File: src/rtl/core/jfhs_pkg.sv
// jfhs_pkg: beat types, parser phase codes and marker constants for the
// JPEG frame header scanner. No dependencies.
package jfhs_pkg;

	typedef struct packed {
		logic [7:0] data_byte;
		logic       last_byte;
	} in_t;

	typedef struct packed {
		logic        ok;
		logic [15:0] width;
		logic [15:0] height;
		logic        progressive;
	} out_t;

	localparam logic [15:0] LIMIT_RESET = 16'd8192;

	localparam logic [3:0] PH_SOI0   = 4'd0;
	localparam logic [3:0] PH_SOI1   = 4'd1;
	localparam logic [3:0] PH_WANTFF = 4'd2;
	localparam logic [3:0] PH_MARKER = 4'd3;
	localparam logic [3:0] PH_LENHI  = 4'd4;
	localparam logic [3:0] PH_LENLO  = 4'd5;
	localparam logic [3:0] PH_SKIP   = 4'd6;
	localparam logic [3:0] PH_PREC   = 4'd7;
	localparam logic [3:0] PH_HHI    = 4'd8;
	localparam logic [3:0] PH_HLO    = 4'd9;
	localparam logic [3:0] PH_WHI    = 4'd10;
	localparam logic [3:0] PH_WLO    = 4'd11;

	localparam logic [7:0] MK_FILL  = 8'hFF;
	localparam logic [7:0] MK_SOI   = 8'hD8;
	localparam logic [7:0] MK_SOS   = 8'hDA;
	localparam logic [7:0] MK_TEM   = 8'h01;
	localparam logic [7:0] MK_RST0  = 8'hD0;
	localparam logic [7:0] MK_EOI   = 8'hD9;
	localparam logic [7:0] MK_SOF0  = 8'hC0;
	localparam logic [7:0] MK_SOF15 = 8'hCF;
	localparam logic [7:0] MK_DHT   = 8'hC4;
	localparam logic [7:0] MK_JPG   = 8'hC8;
	localparam logic [7:0] MK_DAC   = 8'hCC;
	localparam logic [7:0] MK_SOF2  = 8'hC2;

	localparam logic [15:0] LEN_MIN     = 16'd2;
	localparam logic [15:0] LEN_SOF_MIN = 16'd7;

	function automatic logic sof_code(input logic [7:0] m);
		logic excl;
		excl = (m == MK_DHT) || (m == MK_JPG) || (m == MK_DAC);
		return !excl && (m >= MK_SOF0) && (m <= MK_SOF15);
	endfunction

	// C2, C6, CA, CE: high nibble C, low two bits 2'b10
	function automatic logic prog_code(input logic [7:0] m);
		return (m[7:4] == MK_SOF2[7:4]) && (m[1:0] == MK_SOF2[1:0]);
	endfunction

endpackage

File: src/rtl/core/jpeg_frame_header_scanner_core.sv
// jpeg_frame_header_scanner_core: top level of the JPEG SOF scanner.
// Depends on jfhs_pkg, jfhs_cfg, jfhs_parse.
//
//  channel | dir | handshake            | beat
//  --------+-----+----------------------+----------------------------------
//  in      | in  | in_valid / in_ready  | in_data  (data_byte, last_byte)
//  out     | out | out_valid / out_ready| out_data (ok, width, height, progr.)
//  cfg     | in  | cfg_valid / cfg_ready| cfg_data (byte_limit)
//
// One byte per cycle sustained while the output is not held. A byte is
// registered in the s1 input register, the parser steps on it and any result
// lands in the output register. Reset clears parser state and sets
// byte_limit to 8192. A held output stalls s1 only when s1 has a byte;
// in_ready follows out_ready combinationally. cfg_ready is always high.
module jpeg_frame_header_scanner_core (
	input  logic            clk,
	input  logic            arst_n,
	input  logic            in_valid,
	output logic            in_ready,
	input  jfhs_pkg::in_t   in_data,
	output logic            out_valid,
	input  logic            out_ready,
	output jfhs_pkg::out_t  out_data,
	input  logic            cfg_valid,
	output logic            cfg_ready,
	input  logic [15:0]     cfg_data
);

	logic           valid_s1;
	jfhs_pkg::in_t  beat_s1;
	logic           advance;
	logic           res_fire;
	jfhs_pkg::out_t res;
	logic [15:0]    byte_limit;
	logic           out_valid_q;
	jfhs_pkg::out_t out_q;

	assign advance   = valid_s1 && (!out_valid_q || out_ready);
	assign in_ready  = !valid_s1 || advance;
	assign out_valid = out_valid_q;
	assign out_data  = out_q;

	jfhs_cfg u_cfg (
		.clk        (clk),
		.arst_n     (arst_n),
		.cfg_valid  (cfg_valid),
		.cfg_ready  (cfg_ready),
		.cfg_data   (cfg_data),
		.byte_limit (byte_limit)
	);

	jfhs_parse u_parse (
		.clk        (clk),
		.arst_n     (arst_n),
		.step       (advance),
		.beat       (beat_s1),
		.byte_limit (byte_limit),
		.res_fire   (res_fire),
		.res        (res)
	);

	always_ff @(posedge clk or negedge arst_n) begin
		if (!arst_n) begin
			valid_s1 <= 1'b0;
		end else if (in_ready) begin
			valid_s1 <= in_valid;
		end
	end

	always_ff @(posedge clk) begin
		if (in_ready && in_valid) beat_s1 <= in_data;
	end

	always_ff @(posedge clk or negedge arst_n) begin
		if (!arst_n) begin
			out_valid_q <= 1'b0;
		end else if (advance && res_fire) begin
			out_valid_q <= 1'b1;
		end else if (out_ready) begin
			out_valid_q <= 1'b0;
		end
	end

	always_ff @(posedge clk) begin
		if (advance && res_fire) out_q <= res;
	end

endmodule

File: src/rtl/core/jfhs_parse.sv
// jfhs_parse: per-image parser state and the one-byte step logic.
// Depends on jfhs_pkg.
module jfhs_parse (
	input  logic             clk,
	input  logic             arst_n,
	input  logic             step,
	input  jfhs_pkg::in_t    beat,
	input  logic [15:0]      byte_limit,
	output logic             res_fire,
	output jfhs_pkg::out_t   res
);

	logic [3:0]  phase_q, phase_n;
	logic [15:0] byte_count_q;
	logic [15:0] skip_left_q, skip_left_n;
	logic [7:0]  marker_q, marker_n;
	logic [7:0]  len_hi_q, len_hi_n;
	logic [15:0] height_q, height_n;
	logic [7:0]  width_hi_q, width_hi_n;
	logic        decided_q;

	logic        take;
	logic        fail;
	logic        win;
	logic [7:0]  b;
	logic [15:0] len;
	logic [15:0] skip_dec;
	logic [15:0] wval;
	logic [16:0] cnt_inc;

	assign b        = beat.data_byte;
	assign len      = {len_hi_q, b};
	assign skip_dec = skip_left_q - 16'd1;
	assign wval     = {width_hi_q, b};
	assign cnt_inc  = {1'b0, byte_count_q} + 17'd1;
	assign take     = !decided_q && (byte_count_q < byte_limit);

	always_comb begin
		phase_n     = phase_q;
		skip_left_n = skip_left_q;
		marker_n    = marker_q;
		len_hi_n    = len_hi_q;
		height_n    = height_q;
		width_hi_n  = width_hi_q;
		fail        = 1'b0;
		win         = 1'b0;
		if (take) begin
			case (phase_q)
				jfhs_pkg::PH_SOI0: begin
					if (b != jfhs_pkg::MK_FILL) fail = 1'b1;
					else phase_n = jfhs_pkg::PH_SOI1;
				end
				jfhs_pkg::PH_SOI1: begin
					if (b != jfhs_pkg::MK_SOI) fail = 1'b1;
					else phase_n = jfhs_pkg::PH_WANTFF;
				end
				jfhs_pkg::PH_WANTFF: begin
					if (b != jfhs_pkg::MK_FILL) fail = 1'b1;
					else phase_n = jfhs_pkg::PH_MARKER;
				end
				jfhs_pkg::PH_MARKER: begin
					if (b == jfhs_pkg::MK_FILL) begin
						phase_n = jfhs_pkg::PH_MARKER;
					end else if (b == jfhs_pkg::MK_TEM ||
							(b >= jfhs_pkg::MK_RST0 && b <= jfhs_pkg::MK_EOI)) begin
						phase_n = jfhs_pkg::PH_WANTFF;
					end else if (b == jfhs_pkg::MK_SOS) begin
						fail = 1'b1;
					end else begin
						marker_n = b;
						phase_n  = jfhs_pkg::PH_LENHI;
					end
				end
				jfhs_pkg::PH_LENHI: begin
					len_hi_n = b;
					phase_n  = jfhs_pkg::PH_LENLO;
				end
				jfhs_pkg::PH_LENLO: begin
					if (len < jfhs_pkg::LEN_MIN) begin
						fail = 1'b1;
					end else if (jfhs_pkg::sof_code(marker_q)) begin
						if (len < jfhs_pkg::LEN_SOF_MIN) fail = 1'b1;
						else phase_n = jfhs_pkg::PH_PREC;
					end else begin
						skip_left_n = len - jfhs_pkg::LEN_MIN;
						phase_n = (len == jfhs_pkg::LEN_MIN) ?
							jfhs_pkg::PH_WANTFF : jfhs_pkg::PH_SKIP;
					end
				end
				jfhs_pkg::PH_SKIP: begin
					skip_left_n = skip_dec;
					if (skip_dec == 16'd0) phase_n = jfhs_pkg::PH_WANTFF;
				end
				jfhs_pkg::PH_PREC: begin
					phase_n = jfhs_pkg::PH_HHI;
				end
				jfhs_pkg::PH_HHI: begin
					height_n = {b, 8'd0};
					phase_n  = jfhs_pkg::PH_HLO;
				end
				jfhs_pkg::PH_HLO: begin
					height_n = {height_q[15:8], b};
					phase_n  = jfhs_pkg::PH_WHI;
				end
				jfhs_pkg::PH_WHI: begin
					width_hi_n = b;
					phase_n    = jfhs_pkg::PH_WLO;
				end
				default: begin
					// last width byte
					if (wval == 16'd0 || height_q == 16'd0) fail = 1'b1;
					else win = 1'b1;
				end
			endcase
			// limit hit on this byte with nothing settled yet
			if (!fail && !win && cnt_inc >= {1'b0, byte_limit}) fail = 1'b1;
		end
		if (!fail && !win && beat.last_byte && !decided_q) fail = 1'b1;
	end

	assign res_fire        = fail || win;
	assign res.ok          = win;
	assign res.width       = win ? wval : 16'd0;
	assign res.height      = win ? height_q : 16'd0;
	assign res.progressive = win && jfhs_pkg::prog_code(marker_q);

	always_ff @(posedge clk or negedge arst_n) begin
		if (!arst_n) begin
			phase_q      <= jfhs_pkg::PH_SOI0;
			byte_count_q <= 16'd0;
			skip_left_q  <= 16'd0;
			marker_q     <= 8'd0;
			len_hi_q     <= 8'd0;
			height_q     <= 16'd0;
			width_hi_q   <= 8'd0;
			decided_q    <= 1'b0;
		end else if (step) begin
			if (beat.last_byte) begin
				phase_q      <= jfhs_pkg::PH_SOI0;
				byte_count_q <= 16'd0;
				skip_left_q  <= 16'd0;
				marker_q     <= 8'd0;
				len_hi_q     <= 8'd0;
				height_q     <= 16'd0;
				width_hi_q   <= 8'd0;
				decided_q    <= 1'b0;
			end else begin
				phase_q     <= phase_n;
				skip_left_q <= skip_left_n;
				marker_q    <= marker_n;
				len_hi_q    <= len_hi_n;
				height_q    <= height_n;
				width_hi_q  <= width_hi_n;
				decided_q   <= decided_q || res_fire;
				if (take) byte_count_q <= cnt_inc[15:0];
			end
		end
	end

endmodule

File: src/rtl/core/jfhs_cfg.sv
// jfhs_cfg: byte_limit register behind its own write channel.
// Depends on nothing but jfhs_pkg.
module jfhs_cfg (
	input  logic        clk,
	input  logic        arst_n,
	input  logic        cfg_valid,
	output logic        cfg_ready,
	input  logic [15:0] cfg_data,
	output logic [15:0] byte_limit
);

	logic [15:0] limit_q;

	assign cfg_ready  = 1'b1;
	assign byte_limit = limit_q;

	always_ff @(posedge clk or negedge arst_n) begin
		if (!arst_n) begin
			limit_q <= jfhs_pkg::LIMIT_RESET;
		end else if (cfg_valid) begin
			limit_q <= cfg_data;
		end
	end

endmodule

File: config.mk
export PLATFORM = sky130hd
export DESIGN_NAME = jpeg_frame_header_scanner_core
export DESIGN_NICKNAME = d
export VERILOG_FILES = /design/src/rtl/core/jfhs_pkg.sv /design/src/rtl/core/jpeg_frame_header_scanner_core.sv /design/src/rtl/core/jfhs_parse.sv /design/src/rtl/core/jfhs_cfg.sv
export SDC_FILE = /design/constraint.sdc
export NUM_CORES = 1
export LEC_CHECK = 0
export CAP_MARGIN = 20
export CORE_MARGIN = 1.5
export CORE_UTILIZATION = 64
export DETAILED_ROUTE_END_ITERATION = 6
export DONT_BUFFER_PORTS = 1
export GPL_ROUTABILITY_DRIVEN = 0
export HOLD_SLACK_MARGIN = 0.1
export PLACE_DENSITY_LB_ADDON = 0.05
export SKIP_LAST_GASP = 1
export SLEW_MARGIN = 20
export SYNTH_ARGS = -nofsm -noshare
export SYNTH_HDL_FRONTEND = slang
export SYNTH_SLANG_ARGS = --single-unit
File: constraint.sdc
create_clock -name clk -period 4.8 [get_ports clk]
set_input_delay 0.96 -clock clk [delete_from_list [all_inputs] [get_ports clk]]
set_output_delay 0.96 -clock clk [all_outputs]
set_load 0.02 [all_outputs]
# ---- Yosys cells after proc, flatten, opt, wreduce, memory -nomap -nowiden
# Cells that the tools add are included.
dict set report classes {
  add_sub_neg 3
  order_cmp 8
  n_eq_ne 33
  n_mux 57
  n_reduce_logical 54
}
# operator n
set ops {}
lappend ops {{2-to-1 mux 16 bit} 8}
lappend ops {{2-to-1 mux 8 bit} 12}
lappend ops {{case mux 16 bit (2 select lines)} 2}
lappend ops {{zero test 16 bit} 3}
lappend ops {{2-to-1 mux 4 bit} 12}
lappend ops {{case mux 4 bit (11 select lines)} 1}
lappend ops {{== test 8 bit, second input constant} 5}
lappend ops {{2-to-1 mux 1 bit} 20}
lappend ops {{adder 16 x 1 -> 17 bit, second input constant} 1}
lappend ops {{greater-or-equal comparator 17 x 16 -> 1 bit} 1}
lappend ops {{== test 16 x 2 -> 1 bit, second input constant} 1}
lappend ops {{== test 4 x 3 -> 1 bit, second input constant} 4}
lappend ops {{== test 4 bit, second input constant} 4}
lappend ops {{greater-or-equal comparator 8 bit, second input constant} 2}
lappend ops {{<= comparator 8 bit, second input constant} 2}
lappend ops {{less-than comparator 16 bit} 1}
lappend ops {{less-than comparator 16 x 2 -> 1 bit, second input constant} 1}
lappend ops {{less-than comparator 16 x 3 -> 1 bit, second input constant} 1}
lappend ops {{!= test 8 bit, second input constant} 2}
lappend ops {{subtractor 16 x 1 -> 16 bit, second input constant} 1}
lappend ops {{subtractor 16 x 2 -> 16 bit, second input constant} 1}
lappend ops {{!= test 3 bit, second input constant} 5}
lappend ops {{logical AND 1 bit} 14}
lappend ops {{nonzero test 12 bit} 1}
lappend ops {{24 further kinds} 50}
dict set report totals {
  regBits 138
  output_inout_bits 37
  word_cells 173
}

# ---- Longest topological paths before layout
# Gate-level depths: netlist (run 1).
dict set report logic_depth {
  depth_word 23
  depth_mapped 14
  mapped_depth_nobuf 12
}

# ---- Cells and area by module
# From an unflattened synthesis (run 1), not the netlist that was laid out.
dict set report hier_totals {
  hier_cells 781
  area_unflattened_um2 7902.6
}
# mod n_inst cells_each area_per_inst_um2
set modules_own_cells {}
lappend modules_own_cells {jfhs_parse 1 692 5840.6}
lappend modules_own_cells {jpeg_frame_header_scanner_core 1 53 1400.1}
lappend modules_own_cells {jfhs_cfg 1 36 661.9}

# ---- Least setup slack after synthesis (run 1)
# No wires, ideal clock.
dict set report synth_path {
  path_kind {register to register}
  start {register u_parse.byte_count_q[2]}
  end {register out_q (netlist bit out_data[0]) (enable)}
  setup_ns 0.579
  t_arrival_ns 3.103
  required_time_ns 4.221
  slack_ns 1.117
  stages_incl_launch_ff 13
  path_buffers 2
  synth_period_minus_slack_ns 3.683
  path_cell_list {dfrtp_1 -> and3_1 -> and3_1 -> clkbuf_1 -> and3_1 -> clkbuf_1 -> nand3_1 -> xnor2_1 -> ha_1 -> o21a_1 -> o21a_1 -> o211ai_1 -> nand3_1}
}
dict set report synth_via {
  elab_chain_len 12
}
# element line_no
set synth_lines {}
lappend synth_lines {{start: declaration} jfhs_parse.sv:14} ;# logic [15:0] byte_count_q;
lappend synth_lines {{start signal: assignment} jfhs_parse.sv:155} ;# if (take) byte_count_q <= cnt_inc[15:0];
lappend synth_lines {{adder 16 x 1 -> 17 bit} jfhs_parse.sv:35} ;# assign cnt_inc = {1'b0, byte_count_q} + 17'd1;
lappend synth_lines {{greater-or-equal comparator 17 x 16 -> 1 bit} jfhs_parse.sv:116} ;# if (!fail && !win && cnt_inc >= {1'b0, byte_limit}) fail = 1'b1;
lappend synth_lines {{logical AND 1 bit} jfhs_parse.sv:116}
lappend synth_lines {{2-to-1 mux 1 bit} jfhs_parse.sv:116}
lappend synth_lines {{2-to-1 mux 1 bit} jfhs_parse.sv:47} ;# if (take) begin
lappend synth_lines {{zero test 1 bit} jfhs_parse.sv:118} ;# if (!fail && !win && beat.last_byte && !decided_q) fail = 1'b1;
lappend synth_lines {{logical AND 1 bit (3 in series)} jfhs_parse.sv:118}
lappend synth_lines {{2-to-1 mux 1 bit} jfhs_parse.sv:118}
lappend synth_lines {{logical OR 1 bit *} jfhs_parse.sv:121} ;# assign res_fire = fail || win;
lappend synth_lines {{logical AND 1 bit *} jpeg_frame_header_scanner_core.sv:85} ;# if (advance && res_fire) out_q <= res;
lappend synth_lines {{end signal: assignment} jpeg_frame_header_scanner_core.sv:85}
lappend synth_lines {{end: declaration} jpeg_frame_header_scanner_core.sv:36} ;# jfhs_pkg::out_t out_q;
# Mark *: on every way between the ends. The rest lies on a longest branch, timed or not.
# A chain may end at the register's enable or synchronous reset.

# ---- Worst setup path after layout (run 1)
dict set report layout_path {
  start {register u_parse.byte_count_q[0]}
  end {register out_q (netlist bit out_data[5]) (enable)}
}
# The elaborated chain is that of the path after synthesis.

==> results of run 1 <==
## per-layer routing
layer  GRT usage (%)  vias up  wire (um)  share of wire [%]
li1                -     2909          -                  -
met1           40.38     3002       7866                 43
met2           47.88      272       8748                 48
met3           5.632       40       1116                6.1
met4           12.25        0        428                2.4
met5               0        -          0                  0
## registers in the layout, indices dropped and copies added (netlist names), 8 cells and up
register,flops
u_parse.len_hi_q,8
beat_s1,9
u_parse.marker_q,8
u_parse.byte_count_q,16
u_parse.width_hi_q,8
out_data,34
u_cfg.byte_limit,16
u_parse.height_q,16
u_parse.skip_left_q,16
## through the flow
step | setup WS [ps] | hold WS [ps] | utilization [%] | power [mW]
finish | 1460 | 226.2 | 71.01 | 4.130
global route | 1163 | 213.0 | 71.01 | 4.322
CTS | 1494 | 218.2 | 71.01 | 4.129
detailed placement | 1449 | 495.3 | 65.58 | 2.680
global placement | 1545 | 484.7 | 65.58 | 2.653
floorplan | 1117 | 468.0 | - | 2.428
## worst reg2reg max path, cell delays in order, from the launching register on
cell and delay (ps):
dfrtp_1 470, ha_1 290, and3_1 270, nand3_1 230, xnor2_1 200, ha_1 310, nand4_1 160, nor3_1 230
a21oi_1 100, o211ai_1 130, nand2_1 110, nand3_1 120, buf_4 370
## cells in the final DEF, fill, tap and decap left out, drive strengths merged, types with 4 or more instances in the layout
master,instances
nor2b,6
inv,41
ha,37
clkbuf,17
or3,4
nor4,10
nor3,23
nand4,9
nand2,76
dfrtp,94
and3,14
a21o,4
o21a,4
a31oi,10
or4,5
buf,9
o21ai,94
a211oi,4
or2,5
a31o,7
mux2i,18
o22ai,6
xor2,10
nor2,42
and2,37
a21oi,32
a22o,20
bufinv,4
nand3,23
nand2b,7
xnor2,18
o41ai,10
o31ai,9
o211ai,5
edfxtp,43
## cells by family (layout without fill, tap and decap cells)
logic type                 after synthesis  in the layout  share of synthesized area [%]
other                                    1              1                        0.04807
and+or+nand+nor                        278            278                          18.76
xor gates and xnor gates                28             28                          3.143
buffers and inverters                   81             73                          4.346
DFF                                    138            138                          47.04
AOI/OAI and AO/OA                      222            222                          18.27
muxes                                   19             19                          2.454
adders and majority gates               37             37                          5.934
## area by class of cell
| type | instances | area (um2) | area share, % |
|---|---|---|---|
| Timing Repair Buffer | 9 | 67.56 | 0.7954 |
| Clock inverter | 15 | 225.2 | 2.651 |
| Multi-Input combinational cell | 585 | 3802 | 44.76 |
| Sequential cell | 138 | 3670 | 43.20 |
| Tap cell | 147 | 183.9 | 2.165 |
| Inverter | 32 | 120.1 | 1.414 |
| Clock buffer | 17 | 425.4 | 5.008 |
## power by group through the flow
stage	Combinational, mW	Sequential, mW	Clock (mW)
6_report	0.900	1.78	1.45
3_3_place_gp	0.859	1.79	0
5_1_grt	1.00	1.81	1.51
3_5_place_dp	0.880	1.80	0
4_1_cts	0.888	1.78	1.46
2_1_floorplan	0.687	1.74	0
## final timing paths
check / to / slack (ps) / cells after the start
setup / recovery: out_data[5]$_SDFFCE_PN0P_ / 1460 / 12
hold / removal: u_parse.width_hi_q[7]$_DFFE_PN0P_ / 230 / 0
setup reg to reg: out_data[5]$_SDFFCE_PN0P_ / 1460 / 12
hold reg to reg: u_parse.marker_q[6]$_DFFE_PN0P_ / 510 / 2
max in group asynchronous: u_cfg.byte_limit[13]$_DFFE_PN1P_ / 4310 / 0
min in group clk: u_parse.marker_q[6]$_DFFE_PN0P_ / 510 / 2
==> reports/summary.txt, run 1 <==
initial DRC count: 567
Congestion Overflow GR: 0
Comb pwr share: 21.8%
post-layout minimum cycle time: 3340 ps
CTS Hold Bufs: 0
crit path launch type: flop
clk slew on worst S/H paths: 60 ps
most common cell in the netlist: dfrtp_1
pin count of the biggest net entering global routing: 96
number of global-route vias before repair: 5918
area growth from synthesis to layout: 8.885%
Sink Count: 138
drt total wl: 18.16 mm
pwr dens: 486.2 mW/mm2
slowest stage delay, CP: 470 ps
Core Rows: 40
Synth Cell Area: 0.007801 mm2
syn_area_per_cell: 9.703 um2
Non-Filler Instances: 943
Critical-path top delay cell: dfrtp_1
TNS Setup: 0 ps
NetSw: 1.462 mW
initial antenna violation count: 0
Mapped Cells: 804
Slew @ Worst Pin: 1061 ps
max-slew headroom at the worst pin: 29.28%
die area: 0.01286 mm2
Worst-Skew Late Latency: 430 ps
CP Launch Point: u_parse.byte_count_q[0]$_DFFE_PN0P_
Synth top area share: 30.15%
Residual DRC: 0
internal power: 2.669 mW
post-synth top area cell: dfrtp_1
Max Slew Vio Count: 0
Post-DP HPWL: 12.26 mm
Hold Crit Class: in2async
outcome: complete, no violations
Pre-antenna DRT Iters: 6
crit end category: flop
CP arrival: 3420 ps
Tcrit/Tclk final: 69.58%
I/O Pins: 67
Crit Path Category: reg2reg
worst path cell trace: ha_1 > and3_1 > nand3_1 > xnor2_1 > ha_1 > nand4_1 > nor3_1 > a21oi_1 > o211ai_1 > nand2_1 > nand3_1 > buf_4
Crit path max-delay family: simple AND/OR/NAND/NOR gates
WP buf/inv: 1
Initial Util: 65.22%
top_reg_cell synth: dfrtp_1
RSZ-0062 raised after global routing: false
Seq pwr share: 43.1%
vias per cell: 6.599
Bufs on Longest Clock Path: 2
dominant cells by area after synthesis: dfrtp_1, edfxtp_1, ha_1, o21ai_0, nand2_1
clock share of power: 35.1%
Setup-failing EPs final: 0
setup bufs post-CTS: 0
final instance area: 0.008494 mm2
Filler cells: 868
TritonCTS Buffers: 17
Lkg Pwr: 3.619 nW
CTS resizes: 0
Highest Clock Rate: 299.4 MHz
Clock Skews: 9.693 ps
# port buffers: 0
DR vias: 6223
Synthesis Warnings: 0
Die Wd: 113.4 um
H-Tree Depth: 4
Yosys reg bits: 138
EDFF count, synth: 43
fin nets: 850
Sw Share: 35.39%
Root Buffer Master: clkbuf_16
Hold Fails Final Rpt: 0
CP Max Fanout: 34
maximum VDD drop: 0.2446 mV
max-cap viol count: 0
Antenna diodes: 0
Cell variety after synth: 72
syn nets: 871
Placed Cells: 911
Placed Area: 0.007844 mm2
core area: 0.01196 mm2
Tot GR Track Use: 29.83%
CP required: 4880 ps
CTS tree: yes
antenna viol nets, final: 0
sequential share of the synthesized area: 47.04%
Post-synth top cells: dfrtp_1, nand2_1, o21ai_0
first-pass GRT wire length: 30.10 mm
reg2reg start: u_parse.byte_count_q[0]$_DFFE_PN0P_
Die Ht: 113.4 um
drt wl/cell: 19.26 um
layout cell share with drive strength beyond 1: 8.543%
asr flop ratio synth: 68.84%
No activity file was read; power rests on OpenSTA's default activity.
==> run 2: changes to the inputs <==
ABC_AREA = 1   (was default)
CORE_UTILIZATION = 58   (was 64)
clock period = 2.8 ns   (was 4.8 ns; I/O delays follow)
==> reports/summary.txt, run 2 <==
Setup-failing EPs final: 34 (+34)
multi-input logic area: 0.003582 mm2 (-5.8%)
Mapped Cells: 962 (+20%)
core area: 0.01319 mm2 (+10%)
Hold Crit Class: in2reg
RSZ-0062 raised after global routing: true
CP arrival: 3100 ps (-320 ps)
syn nets: 1029 (+18%)
fin nets: 1062 (+25%)
sequential share of the synthesized area: 47.04% (unchanged)
Filler cells: 1070 (+23%)
share of the core filled with cells: 68.16% (-2.9 points)
Bufs on Longest Clock Path: 2 (unchanged)
Die Wd: 119.0 um (+4.9%)
Synth top area share: 30.15% (unchanged)
Congestion Overflow GR: 0 (unchanged)
initial DRC count: 461 (-19%)
most common cell in the netlist: nand2_1
Max Slew Vio Count: 0 (unchanged)
area growth from synthesis to layout: 15.24%
Root Buffer Master: clkbuf_16
Tot GR Track Use: 26.94% (-2.9 points)
Sink Count: 138 (unchanged)
clk slew on worst S/H paths: 60 ps (about the same)
syn_area_per_cell: 8.109 um2 (-16%)
max-cap viol count: 0 (unchanged)
Post-DP HPWL: 13.02 mm (+6.2%)
# port buffers: 0 (unchanged)
TritonCTS Buffers: 17 (unchanged)
Residual DRC: 0 (unchanged)
final instance area: 0.008990 mm2 (+5.8%)
Detail Route met3 WL: 1.099 mm (-1.5%)
Min Hold Slack: 213.6 ps (-12.61 ps)
commonest cells after routing, fill and taps aside: nand2_1, inv_1, nor2_1
CTS tree: yes
crit end category: flop
Hold Fails Final Rpt: 0 (unchanged)
pwr dens: 903.3 mW/mm2 (+86%)
Pre-antenna DRT Iters: 6 (unchanged)
Clock Skews: 7.557 ps (-2.136 ps)
vias per cell: 5.497 (-17%)
Initial Util: 59.14% (-6.1 points)
Die Ht: 119.0 um (+4.9%)
failing checks: negative setup slack
post-synth top area cell: dfrtp_1
initial antenna violation count: 1 (+1)
Core Rows: 42 (+5.0%)
setup ws final: -97.71 ps (-1558 ps)
first-pass GRT wire length: 29.95 mm (-0.50%)
flip-flop count of the largest register after layout: 34 (unchanged)
met2 WL post-DR: 8.166 mm (-6.7%)
layout cell share with drive strength beyond 1: 13.29% (+4.8 points)
CP required: 3000 ps (-1880 ps)
crit path launch type: flop
Synth Cell Area: 0.007801 mm2 (unchanged)
met1 WL: 8.363 mm (+6.3%)
Worst-Skew Late Latency: 430 ps (about the same)
drt wl/cell: 15.28 um (-21%)
Highest Signal Layer: met4
outcome: complete, but fails checks
max-slew headroom at the worst pin: 66.26% (+37 points)
H-Tree Depth: 4 (unchanged)
Slew @ Worst Pin: 506.1 ps (-554.7 ps)
antenna viol nets, final: 0 (unchanged)
Lkg Pwr: 4.204 nW (+16%)
asr flop ratio synth: 68.84% (unchanged)
Yosys reg bits: 138 (unchanged)
maximum VDD drop: 0.4219 mV (+72%)
Reg area: 0.003670 mm2 (unchanged)
Crit Path Category: reg2reg
post-layout minimum cycle time: 2898 ps (-442.4 ps)
Highest Clock Rate: 345.1 MHz (+15%)
Post-synth top cells: nand2_1, inv_1, nor2_1
DR vias: 6514 (+4.7%)
number of global-route vias before repair: 6219 (+5.1%)
top_reg_cell synth: dfrtp_1
Tcrit/Tclk final: 103.5% (+34 points)
I/O Pins: 67 (unchanged)
Final Power: 8.121 mW (+97%)
Cell variety after synth: 39 (-46%)
CP Max Fanout: 9 (-74%)
commonest non-fill, non-tap cell in the layout: nand2_1
pin count of the biggest net entering global routing: 96 (unchanged)
dominant cells by area after synthesis: dfrtp_1, edfxtp_1, nand2_1, inv_1, ha_1
Placed Area: 0.008144 mm2 (+3.8%)
drt total wl: 18.10 mm (-0.31%)
EDFF count, synth: 43 (unchanged)
Synthesis Warnings: 0 (unchanged)
die area: 0.01416 mm2 (+10%)
run 2: logic make-up after synthesis:
kind of cell	Yosys count	synth area share, %
other cells	1	0.04807
xor+xnor	22	2.470
simple gates	442	24.72
compound gates	150	10.81
fa+ha+maj	37	5.934
buf+inv	171	8.837
mux	1	0.1443
flops	138	47.04
run 2: cell type report:
cell class,count,share of cell area [%]
clock buffers,18,4.885
flip-flops and latches,138,40.82
clock inverters,14,1.781
multi-input cells,653,39.85
diodes,1,0.02784
repair buffers,36,3.939
inverters,149,6.249
well taps,176,2.450
run 2: path summary, 6_finish.rpt:
path	startpoint	end	slack, ps	cells after the start
max	u_parse.byte_count_q[3]$_DFFE_PN0P_	out_data[30]$_SDFFCE_PN0P_	-100	19
min	cfg_valid	u_cfg.byte_limit[13]$_DFFE_PN1P_	210	1
max reg2reg	u_parse.byte_count_q[3]$_DFFE_PN0P_	out_data[30]$_SDFFCE_PN0P_	-100	19
min reg2reg	u_parse.height_q[3]$_DFFE_PN0P_	u_parse.height_q[3]$_DFFE_PN0P_	480	2
max in group asynchronous	arst_n	u_parse.height_q[7]$_DFFE_PN0P_	1660	2
min in group asynchronous	arst_n	u_parse.width_hi_q[3]$_DFFE_PN0P_	690	2
run 2: per-stage QoR:
step	TNS (ps)	instances	worst slack, ps
after detailed placement	-2369	1145	-74.67
after global routing	-11770	1185	-339.3
final	-1829	1185	-97.71
after global placement	-269.7	1145	-12.38
after floorplan	0	962	29.10
after CTS	-1123	1183	-63.54
run 2: power by group:
part	switching (mW)	leakage [nW]	total, mW	internal [mW]
combinational	1.66	2.24	2.56	0.898
sequential	0.580	1.67	3.25	2.67
clock	0.954	0.289	2.31	1.36
run 2: routing by layer:
| layer | vias to the layer above | track usage (%) |
|---|---|---|
| li1 | 3209 | - |
| met1 | 3014 | 36.67 |
| met2 | 253 | 41.82 |
| met3 | 38 | 6.609 |
| met4 | 0 | 10.54 |
| met5 | - | 0 |
run 2: critical path, stage by stage (launching register included):
cell and delay [ps]:
dfrtp_1 340, inv_1 170, nor4_4 300, nand2_1 100, nor2_1 160, xor2_1 200, inv_1 60, ha_1 270
nand2_1 80, nor2_1 50, nand4_1 70, nand3_1 80, nor2_1 110, nand3_1 80, nor2_1 90, nand2_1 60
nand2_2 90, nand2_4 90, buf_12 150, buf_16 130
run 2: timing repair:
item,in CTS,in global routing
buffers inserted,4,1
pin swaps,3,1
hold buffers,2,0
endpoints found under the setup margin,34,74
gates cloned,1,0
hold endpoints to repair,95,0
resized for setup,23,8
==> run 3: changes to the inputs <==
PLACE_DENSITY_LB_ADDON = 0.15   (was 0.05)
==> reports/summary.txt, run 3 (synthesis gave the netlist of run 2 again) <==
outcome: complete, but fails checks
failing checks: negative setup slack
Hold Fails Final Rpt: 0 (unchanged)
Pre-antenna DRT Iters: 7 (+1)
Setup-failing EPs final: 34 (unchanged)
Slew @ Worst Pin: 546.9 ps (+40.78 ps)
area growth from synthesis to layout: 19.41%
CP arrival: 3220 ps (+120 ps)
Crit Path Category: reg2reg
clk slew on worst S/H paths: 60 ps (about the same)
pwr dens: 886.0 mW/mm2 (-1.9%)
Non-Filler Instances: 1200 (+1.3%)
Core Rows: 42 (unchanged)
Worst-Skew Late Latency: 440 ps (about the same)
Max Slew Vio Count: 0 (unchanged)
antenna viol nets, final: 0 (unchanged)
initial DRC count: 575 (+25%)
reg2reg path depth: 22 (+3)
# port buffers: 0 (unchanged)
DR vias: 6702 (+2.9%)
Antenna diodes: 0 (-1)
layout cell share with drive strength beyond 1: 17.87% (+4.6 points)
worst path cell trace: ha_2 > nand2_2 > nor2_2 > buf_6 > nand2_4 > nor2_4 > nand2_2 > nand2_2 > inv_2 > ha_4 > nand2_1 > nor2_2 > nand4_1 > nand3_1 > nor2_1 > nand3_1 > nor2_1 > nand2_1 > nand2_2 > nand2_4 > buf_6 > buf_12
Tcrit/Tclk final: 109.5% (+6.1 points)
CTS tree: yes
slowest stage delay, CP: 410 ps (+70 ps)
Placed Cells: 1142 (-0.26%)
Residual DRC: 0 (unchanged)
post-layout minimum cycle time: 3067 ps (+169.7 ps)
Highest Clock Rate: 326.0 MHz (-5.5%)
Bufs on Longest Clock Path: 2 (unchanged)
Post-DP HPWL: 12.86 mm (-1.2%)
crit end category: flop
CP Max Fanout: 5 (-4)
core area: 0.01319 mm2 (unchanged)
H-Tree Depth: 4 (unchanged)
pin count of the biggest net entering global routing: 96 (unchanged)
die area: 0.01416 mm2 (unchanged)
initial antenna violation count: 0 (-1)
CP required: 2950 ps (-50 ps)
Die Wd: 119.0 um (unchanged)
first-pass GRT wire length: 31.17 mm (+4.1%)
Root Buffer Master: clkbuf_16
Lkg Pwr: 4.334 nW (+3.1%)
number of global-route vias before repair: 6156 (-1.0%)
vias per cell: 5.585 (+1.6%)
flip-flop count of the largest register after layout: 34 (unchanged)
RSZ-0062 raised after global routing: true
I/O Pins: 67 (unchanged)
crit path launch type: flop
commonest cells after routing, fill and taps aside: nand2_1, inv_1, nor2_1
Initial Util: 59.14% (unchanged)
most used cell, CP: nand2_2
commonest non-fill, non-tap cell in the layout: nand2_1
drt wl/cell: 16.26 um (+6.4%)
setup ws final: -267.4 ps (-169.7 ps)
max-slew headroom at the worst pin: 63.54% (-2.7 points)
drt total wl: 19.51 mm (+7.8%)
Final Power: 8.254 mW (+1.6%)
hold path depth: 1 (unchanged)
TritonCTS Buffers: 17 (unchanged)
maximum VDD drop: 0.4357 mV (+3.3%)
Clock Skews: 9.840 ps (+2.283 ps)
Tot GR Track Use: 28.32% (+1.4 points)
max-cap viol count: 0 (unchanged)
Congestion Overflow GR: 0 (unchanged)
fin nets: 1078 (+1.5%)
Hold Crit Class: in2reg
Die Ht: 119.0 um (unchanged)
Critical-path top delay cell: dfrtp_1
Sink Count: 138 (unchanged)
-- run 3: path summary, 6_finish.rpt --
path | slack (ps) | endpoint | startpoint
min | 200 | u_cfg.byte_limit[13]$_DFFE_PN1P_ | cfg_valid
min reg2reg | 480 | u_parse.height_q[3]$_DFFE_PN0P_ | u_parse.height_q[3]$_DFFE_PN0P_
max reg2reg | -270 | out_data[2]$_SDFFCE_PN0P_ | u_parse.byte_count_q[1]$_DFFE_PN0P_
max in group asynchronous | 1700 | u_cfg.byte_limit[13]$_DFFE_PN1P_ | arst_n
max | -270 | out_data[2]$_SDFFCE_PN0P_ | u_parse.byte_count_q[1]$_DFFE_PN0P_
min in group asynchronous | 700 | u_parse.width_hi_q[1]$_DFFE_PN0P_ | arst_n
-- run 3: cell type report --
type,count,area (um2)
Multi-Input combinational cell,653,3745
Tap cell,176,220.2
Sequential cell,138,3670
Timing Repair Buffer,52,538.0
Inverter,149,566.8
Clock inverter,15,150.1
Fill cell,972,3875
Clock buffer,17,425.4
-- run 3: power by group --
group	internal (mW)	total, mW	switching [mW]
Clock	1.18	2.20	1.02
Combinational	1.06	2.81	1.75
Sequential	2.67	3.25	0.577
-- run 3: critical path, delay by kind of cell, from the launching register on --
kind          cells  cell delay [ps]
fa+ha+maj         2              510
buf+inv           4              490
flops             1              410
simple gates     16             1360
-- run 3: metal layers --
layer  vias to the layer above  wire, um  global-route usage (%)
met3                        48      1386                   6.130
met5                         -         0                       0
li1                       3237         -                       -
met2                       293      8889                   42.99
met1                      3124      8762                   40.41
met4                         0       474                   10.02
-- run 3: stage by stage --
step	hold slack [ps]	util (%)	TNS, ps	setup WS (ps)	instance area, um2
6_report	198.2	70.62	-8404	-267.4	9315
5_1_grt	203.1	70.62	-13910	-415.5	9315
4_1_cts	187.6	68.76	-1041	-39.38	9070
3_5_place_dp	268.0	61.48	-4542	-136.5	8109
3_3_place_gp	267.7	61.48	0	9.081	8109
2_1_floorplan	264.4	-	0	29.10	7809
-- run 3: repair_timing --
action                                  4_1_cts  5_1_grt
pin swaps                                     3       16
endpoints found under the setup margin       34       58
gates resized for setup                      35       41
gates cloned                                  4        0
endpoints found under the hold margin        95        0
setup buffers                                12        8
hold buffers                                  2        0
